File: src/rtl/rmvn_pkg.sv
// Package for the running mean/variance normaliser.
// Shared widths, controller command/status types. No dependencies.
package rmvn_pkg;

    localparam int unsigned OBS_SIZE_DEF = 64;
    localparam logic [30:0] CLIP_RESET   = 31'd327680;

    typedef enum logic [5:0] {
        ST_IDLE  = 6'b000001,
        ST_READ  = 6'b000010,
        ST_MDIV  = 6'b000100,
        ST_M2UPD = 6'b001000,
        ST_VAR   = 6'b010000,
        ST_OUT   = 6'b100000
    } state_t;

    // Commands from the controller to the datapath.
    typedef struct packed {
        logic capture;   // latch the accepted item and read the stores
        logic mdiv_go;   // start the mean division
        logic m2_go;     // compute the new mean and its deviation
        logic var_go;    // write back in update mode, then variance, root, division
        logic finish;    // result moved to the output register
    } cmd_t;

    typedef struct packed {
        logic update;    // item is in update mode
        logic warm;      // count at most one
        logic div_done;  // current iterative step finished
    } stat_t;

endpackage

File: src/rtl/rmvn_ctrl.sv
// Controller state machine for the normaliser.
// Depends on rmvn_pkg.
module rmvn_ctrl (
    input  logic            aclk,
    input  logic            aresetn,
    input  logic            s_valid,
    output logic            s_ready,
    input  logic            out_free,
    input  logic            clear_busy,
    input  rmvn_pkg::stat_t stat,
    output rmvn_pkg::cmd_t  cmd
);
    rmvn_pkg::state_t state_reg, state_next;

    always_comb begin
        state_next = state_reg;
        cmd        = '0;
        s_ready    = 1'b0;
        unique case (state_reg)
            rmvn_pkg::ST_IDLE: begin
                s_ready = !clear_busy;
                if (s_valid && !clear_busy) begin
                    cmd.capture = 1'b1;
                    state_next  = rmvn_pkg::ST_READ;
                end
            end
            rmvn_pkg::ST_READ: begin
                if (stat.update) begin
                    cmd.mdiv_go = 1'b1;
                    state_next  = rmvn_pkg::ST_MDIV;
                end else begin
                    cmd.var_go = 1'b1;
                    state_next = rmvn_pkg::ST_VAR;
                end
            end
            rmvn_pkg::ST_MDIV: begin
                if (stat.div_done) begin
                    cmd.m2_go  = 1'b1;
                    state_next = rmvn_pkg::ST_M2UPD;
                end
            end
            rmvn_pkg::ST_M2UPD: begin
                cmd.var_go = 1'b1;
                state_next = rmvn_pkg::ST_VAR;
            end
            rmvn_pkg::ST_VAR: begin
                if (stat.div_done) begin
                    state_next = rmvn_pkg::ST_OUT;
                end
            end
            rmvn_pkg::ST_OUT: begin
                if (out_free) begin
                    cmd.finish = 1'b1;
                    state_next = rmvn_pkg::ST_IDLE;
                end
            end
            default: state_next = rmvn_pkg::ST_IDLE;
        endcase
    end

    always_ff @(posedge aclk) begin
        if (!aresetn) begin
            state_reg <= rmvn_pkg::ST_IDLE;
        end else begin
            state_reg <= state_next;
        end
    end

    assert property (@(posedge aclk) disable iff (!aresetn)
        $onehot(state_reg))
        else $error("controller state not one-hot");
    assert property (@(posedge aclk) disable iff (!aresetn)
        cmd.capture |=> state_reg == rmvn_pkg::ST_READ)
        else $error("capture did not lead to read");
    assert property (@(posedge aclk) disable iff (!aresetn)
        cmd.finish |=> state_reg == rmvn_pkg::ST_IDLE)
        else $error("finish did not return to idle");
endmodule

File: config.mk
export PLATFORM = sky130hd
export DESIGN_NAME = rmvn_ctrl
export DESIGN_NICKNAME = d
export VERILOG_FILES = /design/src/rtl/rmvn_pkg.sv /design/src/rtl/rmvn_ctrl.sv
export SDC_FILE = /design/constraint.sdc
export NUM_CORES = 1
export LEC_CHECK = 0
export BUFFER_PORTS_ARGS = -buffer_cell sky130_fd_sc_hd__buf_2
export CORE_AREA = 4 4 41 43
export CTS_BUF_LIST = sky130_fd_sc_hd__clkbuf_4 sky130_fd_sc_hd__clkbuf_8
export DETAILED_ROUTE_END_ITERATION = 12
export DIE_AREA = 0 0 45 47
export GPL_TIMING_DRIVEN = 0
export HOLD_SLACK_MARGIN = 0.12
export MAX_ROUTING_LAYER = met4
export PLACE_DENSITY = 0.67
export SYNTH_ARGS = -nofsm -noshare
export SYNTH_HDL_FRONTEND = slang
export SYNTH_SLANG_ARGS = --single-unit
export TNS_END_PERCENT = 10
File: constraint.sdc
create_clock -name aclk -period 2.7 [get_ports aclk]
set_input_delay 0.27 -clock aclk [delete_from_list [all_inputs] [get_ports aclk]]
set_output_delay 0.27 -clock aclk [all_outputs]
set_load 0.005 [all_outputs]
## Yosys cells after proc, flatten, opt, wreduce, memory -nomap -nowiden

Index checks and enable logic that the tools add are counted.

| cells by class | value |
|---|---|
| equal/unequal tests | 10 |
| reductions and logical operators | 3 |
| muxes and demuxes | 17 |

Operators with widths:

| operator | number |
|---|---|
| one-hot mux 6 bit (6 select lines) | 1 |
| two-way mux 6 bit | 4 |
| two-way mux 1 bit | 10 |
| != test 2 bit (second input constant) | 4 |
| equality test 6 x 1 -> 1 bit (second input constant) | 1 |
| equality test 6 x 2 -> 1 bit (second input constant) | 1 |
| equality test 6 x 3 -> 1 bit (second input constant) | 1 |
| equality test 6 x 4 -> 1 bit (second input constant) | 1 |
| equality test 6 x 5 -> 1 bit (second input constant) | 1 |
| equality test 6 bit (second input constant) | 1 |
| two-way mux 5 bit | 1 |
| AND reduction 4 bit | 1 |
| one-hot mux 1 bit (2 select lines) | 1 |
| logical AND 1 bit | 1 |
| logical NOT 1 bit | 1 |

| storage, ports and cells | value |
|---|---|
| register bits after elaboration | 6 |
| logic and storage cells | 31 |
| input bits | 8 |
| output and inout bits | 6 |

## Longest topological paths before layout

| depth | value |
|---|---|
| depth after elaboration | 4 |
| mapped depth | 5 |

## Least setup slack after synthesis

OpenSTA, ideal clock, no wires.

| path | value |
|---|---|
| path kind | flip-flop to flip-flop |
| start | register state_reg[2] |
| end | register state_reg[5] |
| cell stages (with the launch flop) | 6 |
| data required time | 2.584 ns |
| path buffers | 1 |
| data arrival time | 1.186 ns |
| clock period less this slack | 1.302 ns |
| setup slack | 1.398 ns |
| path through | dfxtp_1 > buf_4 > nor4_4 > nand3_2 > and3_4 > a41o_1 |

| on the way | value |
|---|---|
| cells in the longest elaborated chain, start to end | 3 |
| elaborated cells on any way between the ends | 12 |
| classes of those cells | 10 x eq/ne; 1 x mux; 1 x reduce/logical |

RTL lines:

| element | line | source |
|---|---|---|
| from (decl) | rmvn_ctrl.sv:13 | `rmvn_pkg::state_t state_reg, state_next;` |
| from (signal assigned) | rmvn_ctrl.sv:63 | `state_reg <= rmvn_pkg::ST_IDLE;` |
| from (signal assigned) | rmvn_ctrl.sv:65 | `state_reg <= state_next;` |
| equality test 6 x 1 -> 1 bit, or another cell as far along | rmvn_ctrl.sv:19 | `unique case (state_reg)` |
| != test 2 bit (no line) | - |  |
| AND reduction 4 bit (no line) | - |  |

Parallel ways exist; a longest one is shown, timed or not.
A chain may end at the register's enable or synchronous reset.

==> flow_results.xml <==
<?xml version="1.0" encoding="UTF-8"?>
<metrics>
  <group name="timing">
    <metric name="rsz_0062_raised_after_global_routing" unit="">no</metric>
    <metric name="max_freq" unit="MHz">575</metric>
    <metric name="skew" unit="ns">0.00225</metric>
    <metric name="finalSetupTns" unit="ns">0</metric>
    <metric name="worst-slew-pin-transition" unit="ns">0.353</metric>
    <metric name="relSlewSlack" unit="%">76.2</metric>
    <metric name="timing.final.setup_violations" unit="">0</metric>
    <metric name="post-route-min-period" unit="ns">1.74</metric>
    <metric name="layout_worst_path_cycle_share" unit="%">64.4</metric>
    <metric name="finalHoldViolations" unit="">0</metric>
    <metric name="maxSlewViolCount" unit="">0</metric>
  </group>
  <group name="die">
    <metric name="fp-row-count" unit="">13</metric>
    <metric name="chipHeight" unit="um">47</metric>
    <metric name="design.core.area" unit="um2">1300</metric>
    <metric name="ioPinCount" unit="">14</metric>
    <metric name="initial_utilization" unit="%">33.8</metric>
    <metric name="floorplan.die_area" unit="um2">2120</metric>
    <metric name="die_w" unit="um">45</metric>
  </group>
  <group name="worst_setup_path">
    <metric name="required" unit="ns">2.43</metric>
    <metric name="biggest_fanout_along_the_worst_timing_path" unit="">8</metric>
    <metric name="endpoint_kind" unit="">output pin</metric>
    <metric name="worstPathArrival" unit="ns">1.47</metric>
    <metric name="timing.setup.critical_path_class" unit="">reg2out</metric>
    <metric name="timing.critical_path.from_type" unit="">flip-flop</metric>
  </group>
  <group name="worst_hold_path">
    <metric name="hp-class" unit="">in2reg</metric>
  </group>
  <group name="logic_synthesis">
    <metric name="synthCells" unit="">52</metric>
    <metric name="mappedNetlistArea" unit="um2">440</metric>
    <metric name="postSynthRegisterBits" unit="">6</metric>
    <metric name="synth_common_cells" unit="">sky130_fd_sc_hd__dfxtp_1, sky130_fd_sc_hd__nand2_1, sky130_fd_sc_hd__nor2_1, sky130_fd_sc_hd__nor3_1, sky130_fd_sc_hd__nor4_1</metric>
    <metric name="synth_flop_cell" unit="">sky130_fd_sc_hd__dfxtp_1</metric>
    <metric name="syn-mean-instance-area" unit="um2">8.47</metric>
    <metric name="synth_largest_area_cell" unit="">sky130_fd_sc_hd__dfxtp_1</metric>
    <metric name="seq_area_frac_synth" unit="%">27.3</metric>
    <metric name="synthesis.nets" unit="">60</metric>
    <metric name="synthesis.yosys.warnings" unit="">0</metric>
    <metric name="fraction_of_registers_with_async_set_or_reset_after_synthesis" unit="%">0</metric>
    <metric name="yosysTopAreaCellShare" unit="%">27.3</metric>
    <metric name="synth_enable_flop_cells" unit="">0</metric>
    <metric name="netlist-cell-type-count" unit="">30</metric>
    <metric name="synthTopCellsByArea" unit="">sky130_fd_sc_hd__dfxtp_1, sky130_fd_sc_hd__nand2_1, sky130_fd_sc_hd__nor2_1</metric>
  </group>
  <group name="layout">
    <metric name="max_reg_flops" unit="">6</metric>
    <metric name="fill_cells" unit="">137</metric>
    <metric name="multi_input_area" unit="um2">293</metric>
    <metric name="nNetsFinal" unit="">77</metric>
    <metric name="antennaDiodeCount" unit="">0</metric>
    <metric name="ratio_of_cells_with_drive_above_1_in_the_final_layout" unit="%">35.8</metric>
    <metric name="finish.utilization" unit="%">41.6</metric>
    <metric name="areaGrowthSynthToFinish" unit="%">23.0</metric>
    <metric name="area.sequential" unit="um2">120</metric>
  </group>
  <group name="detailed_routing">
    <metric name="drt_drc_violations_left" unit="">0</metric>
    <metric name="postRouteWirelength" unit="um">1030</metric>
    <metric name="post_drt_wl_per_cell" unit="um">12.6</metric>
    <metric name="route.vias.total" unit="">435</metric>
    <metric name="avgViaCountPerCell" unit="">5.30</metric>
    <metric name="drt_iter0_drc" unit="">10</metric>
    <metric name="drtPass1Iterations" unit="">4</metric>
    <metric name="ant_nets" unit="">0</metric>
  </group>
  <group name="power">
    <metric name="power_density" unit="nW/um2">409</metric>
    <metric name="p_leak" unit="uW">0.000251</metric>
    <metric name="irDropWorstVdd" unit="mV">0.148</metric>
  </group>
  <group name="clocking">
    <metric name="buffer_levels_on_the_longest_clock_path" unit="">2</metric>
    <metric name="total_setup_buffers_inserted_after_cts" unit="">0</metric>
    <metric name="insertion_delay" unit="ns">0.24</metric>
    <metric name="cts.clk_slew.worst_paths" unit="ns">0.04</metric>
    <metric name="cts_num_sinks" unit="">6</metric>
    <metric name="cts_max_level" unit="">1</metric>
    <metric name="cts-resized-gates" unit="">0</metric>
    <metric name="tritoncts.num_buffers" unit="">3</metric>
    <metric name="cts_tree" unit="">done</metric>
    <metric name="hold_buffers" unit="">0</metric>
    <metric name="root_buffer" unit="">sky130_fd_sc_hd__clkbuf_4</metric>
  </group>
  <group name="global_routing">
    <metric name="track_usage" unit="%">12.3</metric>
    <metric name="grt_first_pass_wirelength" unit="um">1780</metric>
    <metric name="grt_pass1_vias" unit="">420</metric>
    <metric name="largest_net_degree_at_the_start_of_global_routing" unit="">10</metric>
    <metric name="gr-total-overflow" unit="">0</metric>
    <metric name="number_of_antenna_violations_at_the_first_check_in_global_routing" unit="">0</metric>
  </group>
  <group name="outcome">
    <metric name="status" unit="">finished, final reports clean</metric>
  </group>
  <group name="job">
    <metric name="drv.max_cap_violation_count" unit="">0</metric>
  </group>
  <group name="placed_design">
    <metric name="io_buffer_count" unit="">12</metric>
    <metric name="finalWeightedCongestion" unit="">0.831</metric>
    <metric name="post-dp-hpwl" unit="um">797</metric>
  </group>
</metrics>
layout by cell type, fill, tap and decap left out, types with 2 or more instances in the layout:
master / synthesis / routed
sky130_fd_sc_hd__nand3b_1: 2 / 2
sky130_fd_sc_hd__dfxtp_1: 6 / 6
sky130_fd_sc_hd__clkbuf_4: 0 / 3
sky130_fd_sc_hd__nand2_1: 6 / 6
sky130_fd_sc_hd__buf_2: 1 / 13
sky130_fd_sc_hd__nor2_1: 6 / 6
sky130_fd_sc_hd__nor4_1: 3 / 3
sky130_fd_sc_hd__nor3_1: 3 / 3
sky130_fd_sc_hd__nor2b_1: 2 / 2
sky130_fd_sc_hd__nand2b_1: 2 / 2
critical path: stages (launching register included):
cell and delay, ns:
sky130_fd_sc_hd__dfxtp_1 0.29, sky130_fd_sc_hd__buf_2 0.17, sky130_fd_sc_hd__or2_1 0.25, sky130_fd_sc_hd__nor4_1 0.33, sky130_fd_sc_hd__buf_2 0.19
cell families (layout without fill, tap and decap cells):
family	count (synthesis)	after routing	synth area share [%]
flip-flops	6	6	27.3
multiplexers	1	1	2.27
AO/OA/AOI/OAI	7	7	11.6
AND/OR/NAND/NOR	33	33	50.6
XOR/XNOR	1	1	1.99
buffers and inverters	4	19	6.25
path summary, 6_finish.rpt:
path                                           startpoint                   endpoint  slack (ns)  cells after the start
worst min-delay path                              stat[0]  state_reg[3]$_SDFFE_PN0P_        0.29                      3
worst max register to register  state_reg[4]$_SDFFE_PN0P_  state_reg[5]$_SDFFE_PN0P_        1.29                      5
worst min register to register  state_reg[1]$_SDFFE_PN0P_  state_reg[3]$_SDFFE_PN0P_        0.55                      2
worst max-delay path            state_reg[4]$_SDFFE_PN0P_                     cmd[1]        0.96                      4
per-stage QoR:
| stage | setup WS [ns] | hold slack (ns) | total power [uW] | cells | instance area, um2 |
|---|---|---|---|---|---|
| 2_1_floorplan | 1.40 | 0.369 | 128 | 52 | 440 |
| 3_3_place_gp | 1.23 | 0.540 | 142 | 79 | 519 |
| 3_5_place_dp | 1.23 | 0.542 | 142 | 79 | 519 |
| 4_1_cts | 0.966 | 0.288 | 225 | 82 | 542 |
| 5_1_grt | 0.885 | 0.292 | 235 | 82 | 542 |
| 6_report | 0.961 | 0.292 | 221 | 82 | 542 |
report_power, final:
part | internal, uW | switching (uW) | total [uW]
sequential | 91.6 | 4.09 | 95.6
clock | 50.1 | 30.2 | 80.3
combinational | 22.2 | 23.1 | 45.4
final cells by class:
cell class              count  area share (%)
multi-input cells          42            54.0
flip-flops and latches      6            22.2
repair buffers             12            11.1
plain buffers               3            4.39
clock buffers               3            4.16
well taps                  15            3.46
inverters                   1           0.693
routing by layer:
layer  vias up  track usage [%]  share of wire [%]  routed length (um)
li1        223                -                  -                   -
met1       199             15.1                 45                 463
met2        13             17.2                 50                 522
met3         0             4.60                4.6                  48
met4         0             6.43                  0                   0
met5         -                -                  0                   0
Note: power is estimated with default switching activity, not from simulation.
